--- src/rtl/sbdc_pkg.sv ---
// ----------------------------------------------------------------------------
// sbdc_pkg
// Shared types and constants for the supersample box downscaler.
// ----------------------------------------------------------------------------
package sbdc_pkg;

  localparam int LEVEL_W     = 8;
  localparam int SUM_W       = 14;   // q*q*255 for q up to MAX_BLOCK
  localparam int MAX_BLOCK   = 8;
  localparam int Q_W         = 4;    // holds 0..MAX_BLOCK
  localparam int SUB_W       = 3;    // holds 0..MAX_BLOCK-1
  localparam int RECIP_SHIFT = 20;   // SUM_W + log2(MAX_BLOCK*MAX_BLOCK)
  localparam int RECIP_W     = 21;
  localparam int CFG_IDX_W   = 2;
  localparam int CFG_DATA_W  = 32;
  localparam int BSIZE_W     = 4;
  localparam int OWIDTH_W    = 9;

  localparam logic [LEVEL_W-1:0] LEVEL_MAX = 8'hFF;

  // Register indexes on the configuration port
  localparam logic [CFG_IDX_W-1:0] REG_BLOCK_SIZE = 2'd0;
  localparam logic [CFG_IDX_W-1:0] REG_OUT_WIDTH  = 2'd1;
  localparam logic [CFG_IDX_W-1:0] REG_EDGE_COLOR = 2'd2;
  localparam logic [CFG_IDX_W-1:0] REG_FILL_COLOR = 2'd3;

  // ceil(2^RECIP_SHIFT / (q*q)), exact floor division for sums below 2^SUM_W
  localparam logic [RECIP_W-1:0] RECIP [0:MAX_BLOCK] = '{
    21'd1048576,  // unused, q is never zero
    21'd1048576,
    21'd262144,
    21'd116509,
    21'd65536,
    21'd41944,
    21'd29128,
    21'd21400,
    21'd16384
  };

  typedef struct packed {
    logic [SUM_W-1:0] bg;
    logic [SUM_W-1:0] ed;
    logic [SUM_W-1:0] fi;
  } sums_t;

  typedef struct packed {
    logic [LEVEL_W-1:0] bg;
    logic [LEVEL_W-1:0] ed;
    logic [LEVEL_W-1:0] fi;
  } avg_t;

  typedef struct packed {
    logic [LEVEL_W-1:0] alpha;
    logic [LEVEL_W-1:0] red;
    logic [LEVEL_W-1:0] green;
    logic [LEVEL_W-1:0] blue;
  } argb_t;

  typedef enum logic [1:0] {
    ST_IDLE,
    ST_ACC,
    ST_DIV,
    ST_COMP
  } state_t;

endpackage

--- src/rtl/sbdc_compose.sv ---
// ----------------------------------------------------------------------------
// sbdc_compose
// Colour-key compositing of one averaged block into an ARGB pixel.
// ----------------------------------------------------------------------------
module sbdc_compose
  import sbdc_pkg::*;
(
  input  avg_t                  avg,
  input  logic [CFG_DATA_W-1:0] edge_color,
  input  logic [CFG_DATA_W-1:0] fill_color,
  output argb_t                 pixel
);

  function automatic logic [LEVEL_W-1:0] blend(input logic [LEVEL_W-1:0] ec,
                                               input logic [LEVEL_W-1:0] e,
                                               input logic [LEVEL_W-1:0] fc,
                                               input logic [LEVEL_W-1:0] f);
    logic [2*LEVEL_W-1:0] pe;
    logic [2*LEVEL_W-1:0] pf;
    logic [LEVEL_W:0]     s;
    pe = (2*LEVEL_W)'(ec) * (2*LEVEL_W)'(e);
    pf = (2*LEVEL_W)'(fc) * (2*LEVEL_W)'(f);
    s  = {1'b0, pe[2*LEVEL_W-1:LEVEL_W]} + {1'b0, pf[2*LEVEL_W-1:LEVEL_W]};
    return s[LEVEL_W] ? LEVEL_MAX : s[LEVEL_W-1:0];
  endfunction

  argb_t                edge_px;
  argb_t                fill_px;
  logic [2*LEVEL_W-1:0] key_alpha;

  assign edge_px   = argb_t'(edge_color);
  assign fill_px   = argb_t'(fill_color);
  assign key_alpha = (2*LEVEL_W)'(LEVEL_MAX - avg.bg) * (2*LEVEL_W)'(edge_px.alpha);

  always_comb begin
    if (avg.bg != '0) begin
      // background showing: edge colour keyed by remaining coverage
      pixel.alpha = key_alpha[2*LEVEL_W-1:LEVEL_W];
      pixel.red   = edge_px.red;
      pixel.green = edge_px.green;
      pixel.blue  = edge_px.blue;
    end else begin
      pixel.alpha = blend(edge_px.alpha, avg.ed, fill_px.alpha, avg.fi);
      pixel.red   = blend(edge_px.red,   avg.ed, fill_px.red,   avg.fi);
      pixel.green = blend(edge_px.green, avg.ed, fill_px.green, avg.fi);
      pixel.blue  = blend(edge_px.blue,  avg.ed, fill_px.blue,  avg.fi);
    end
  end

endmodule

--- config.mk ---
export PLATFORM = sky130hd
export DESIGN_NAME = sbdc_compose
export DESIGN_NICKNAME = d
export VERILOG_FILES = /design/src/rtl/sbdc_pkg.sv /design/src/rtl/sbdc_compose.sv
export SDC_FILE = /design/constraint.sdc
export NUM_CORES = 1
export LEC_CHECK = 0
export BUFFER_PORTS_ARGS = -buffer_cell sky130_fd_sc_hd__buf_2
export CORE_MARGIN = 8
export CORE_UTILIZATION = 28
export DETAILED_ROUTE_END_ITERATION = 7
export GPL_TIMING_DRIVEN = 1
export MAX_ROUTING_LAYER = met4
export PLACE_DENSITY = 0.48
export RECOVER_POWER = 25
export SLEW_MARGIN = 20
export SYNTH_ARGS = -nofsm -noshare
export SYNTH_HDL_FRONTEND = slang
export SYNTH_SLANG_ARGS = --single-unit
--- constraint.sdc ---
create_clock -name vclk -period 8.2
set_input_delay 0.82 -clock vclk [all_inputs]
set_output_delay 0.82 -clock vclk [all_outputs]
set_load 0.02 [all_outputs]
Word-level counts from Yosys, hierarchy flattened
Index checks and enable logic that the tools add are counted.
{ "word_totals": {"ff_bits": 0, "output_inout_bits": 32} }
{ "op_classes": {"addsub": 5, "mul": 9, "muxes": 5, "reduce_logical": 1} }
{ "op_table": {"columns": ["op", "count"], "rows": [
  ["$mul A8 B8 Y16", 8],
  ["$add A8 B8 Y9", 4],
  ["$mux W32", 1],
  ["$mux W8", 4],
  ["$mul A9 B9 Y16", 1],
  ["$sub A8 B8 Y9 const A", 1],
  ["$reduce_bool A8 Y1", 1]
]} }

Depth between registers and ports, before layout
{ "depth": {"ltp_word": 4, "ltp_mapped": 25} }

Worst setup path before layout
No wires, ideal clock.
{ "synth_timing": {"path_kind": "in2out", "from": "input port avg[2] (netlist name)", "to": "output port pixel[6] (netlist name)", "t_arrival_ns": 6.198, "setup_slack_ns": 1.182, "cell_stages": 22, "path_buffers": 1, "cell_sequence": "clkbuf_1 > nand2_1 > fa_1 > fa_1 > inv_1 > fa_1 > inv_1 > fa_1 > inv_1 > ha_1 > a2111o_1 > and2_2 > xor2_1 > ha_1 > fa_1 > a21o_1 > a21oi_1 > o21bai_1 > a21oi_1 > xnor2_1 > nor2_1 > o21ai_0"} }
{ "synth_lines": {"columns": ["item", "line", "text"], "rows": [
  ["start: declaration", "sbdc_compose.sv:8", "input avg_t avg,"],
  ["end: declaration", "sbdc_compose.sv:11", "output argb_t pixel"]
]} }

==> impl_metrics.yaml <==
outcome:
  outcome: "complete, no violations"
floorplan:
  core_area_sq_um: 65860
  ios: 120
  placementRows: 94
  die_y_um: 274.3
  initial_utilization_pct: 28.36
  die-area_sq_um: 75230
  die_w_um: 274.3
synth:
  synthTopCellsByCount: "and2_1 (413), inv_1 (401), ha_1 (330), fa_1 (320), nand2_1 (120)"
  synth_most_common_cell: "and2_1"
  ys_seq_area_share_pct: 0
  synth_area_sq_um: 18680
  synthCells: 2164
  yosysTopAreaCellShare_pct: 34.30
  yosys_warnings: 0
  yosys.area.top_type: "fa_1"
  postSynthNetCount: 2902
  ys_top_cells_by_area: "fa_1 (34%), ha_1 (22%), and2_1 (14%)"
  syn_avg_cell_area_sq_um: 8.632
  yosysUniqueCellTypes: 60
global_routing:
  grt_max_degree: 56
  grt-ovfl-total: 0
  antenna_found_initial: 2
  grt_pass1_vias: 15470
  grt_pass1_wl_um: 80760
  track_usage_pct: 13.25
timing:
  min_period_over_period_pct: 95.09
  rsz0062_at_grt: "false"
  relSlewSlack_pct: 27.85
  drv_slew: 0
  finalSetupViolCount: 0
  tightest_slew_ps: 1074
  fmax_mhz: 128.3
  finalSetupTns_ps: 0
  fin_ws_ps: 402.8
  finalHoldViolCount: 0
  min_period_ps: 7797
placed_design:
  port_buffers: 120
  gp_congestion: 0.8388
  dpl.hpwl_um: 40220
  preCtsSetupSlack_ps: 497.0
power_and_ir_drop:
  pwr-share-seq_pct: 0
  p_clk_share_pct: 0
  p_sw_share_pct: 58.02
  cellLeakagePower_nw: 10.72
  power.share.combinational_pct: 100.0
  irDropWorstVdd_v: 0.0002674
  power_density_nw_per_um2: 273.4
  p_sw_w: 0.003211
  p_int_w: 0.002323
min_path:
  min_path_type: "in2out"
worst_setup_path:
  start_kind: "primary input"
  crit_type: "in2out"
  crit_arrival_ps: 6980
  endpoint_kind: "output port"
  critical_path_required_ps: 7380
  cp_max_fo: 18
clocking:
  ctsHoldBuffers: 0
  cts-resized-gates: 0
  post_cts_buffers: 0
cells_and_area:
  nClkBuffers: 0
  area_growth_pct: 8.353
  seq_area_sq_um: 0
  diodes: 0
  seq_cell_count: 0
  multi_input_area_sq_um: 16940
  nets: 2979
  drive_gt1_share_pct: 6.744
  nFillCells: 6988
run:
  drv_cap: 0
routing:
  viasPerCell: 4.620
  vias: 14340
  drt_first_iter_violations: 558
  dr.pass1.iters: 5
  ant_nets: 0
  drc_errors: 0
  wl_per_cell_um: 15.47
  drt_wl_total_um: 48010
[layout by cell type, fill, tap and decap left out, types with 6 or more instances in the layout]
master / instances
nor2b_1: 42
o21ai_0: 54
xor2_1: 29
and2_1: 413
buf_4: 15
o21a_1: 6
a21o_1: 32
nand2_1: 119
nand4_1: 6
nand2b_1: 33
or3_1: 6
a21oi_1: 73
o21bai_1: 13
fa_1: 320
nand3_1: 9
ha_1: 330
inv_1: 401
nor2_1: 61
xnor2_1: 55
buf_2: 114
nor3_1: 15
a211oi_1: 6
[layout make-up]
type | count | area share [%]
Inverter | 401 | 7.437
Tap cell | 864 | 5.341
Timing Repair Buffer | 135 | 3.505
Multi-Input combinational cell | 1703 | 83.72
[final timing paths]
check,startpoint,endpoint,slack [ps],cells after the start
worst max-delay path,avg[3],pixel[2],400,25
worst min-delay path,edge_color[1],pixel[1],2080,4
[kinds of logic (layout without fill, tap and decap cells)]
logic type / count (synthesis) / after routing / synth area share (%)
xor+xnor: 84 / 84 / 3.939
compound gates: 230 / 230 / 7.844
mux: 4 / 4 / 0.2144
fa+ha+maj: 650 / 650 / 56.40
buf+inv: 461 / 536 / 9.304
simple gates: 735 / 735 / 22.30
[layer usage]
layer | share of wire [%] | wire (um) | global-route usage, %
met5 | 0 | 0 | -
met4 | 0.88 | 424 | 0.8874
met3 | 2.7 | 1299 | 0.6098
met2 | 47 | 22420 | 21.92
met1 | 50 | 23870 | 18.66
[power groups by stage]
stage / logic [W] / clock network [W] / registers [W]
after global placement: 0.00547 / 0 / 0
after floorplan: 0.00406 / 0 / 0
after detailed placement: 0.00555 / 0 / 0
after CTS: 0.00560 / 0 / 0
final: 0.00553 / 0 / 0
after global routing: 0.00625 / 0 / 0
[metrics by stage]
| step | power (W) | hold WS (ps) | util (%) | area, sq um | std cells |
|---|---|---|---|---|---|
| 6_report | 0.005533 | 2084 | 30.73 | 20240 | 3103 |
| 5_1_grt | 0.006253 | 2116 | 30.73 | 20240 | 3103 |
| 4_1_cts | 0.005602 | 2093 | 30.74 | 20240 | 3103 |
| 3_5_place_dp | 0.005547 | 2093 | 30.74 | 20240 | 3103 |
| 3_3_place_gp | 0.005467 | 2068 | 30.74 | 20240 | 3103 |
| 2_1_floorplan | 0.004060 | 1841 | - | 18680 | 2164 |
[worst max-delay path: stages]
cell and delay, ps:
clkbuf_2 310, buf_4 290, and2_1 160, ha_1 160
fa_1 420, ha_1 280, inv_1 50, fa_1 480
inv_1 50, ha_1 250, and4b_1 170, a41o_1 230
a2111o_1 530, and2_2 250, xor2_1 180, ha_1 240
fa_1 460, a21o_1 190, a21oi_1 210, o21bai_1 90
a21oi_1 370, o21ai_1 280, nor2_1 180, o21ai_0 90
buf_2 210
Note: power is estimated with default switching activity, not from simulation.
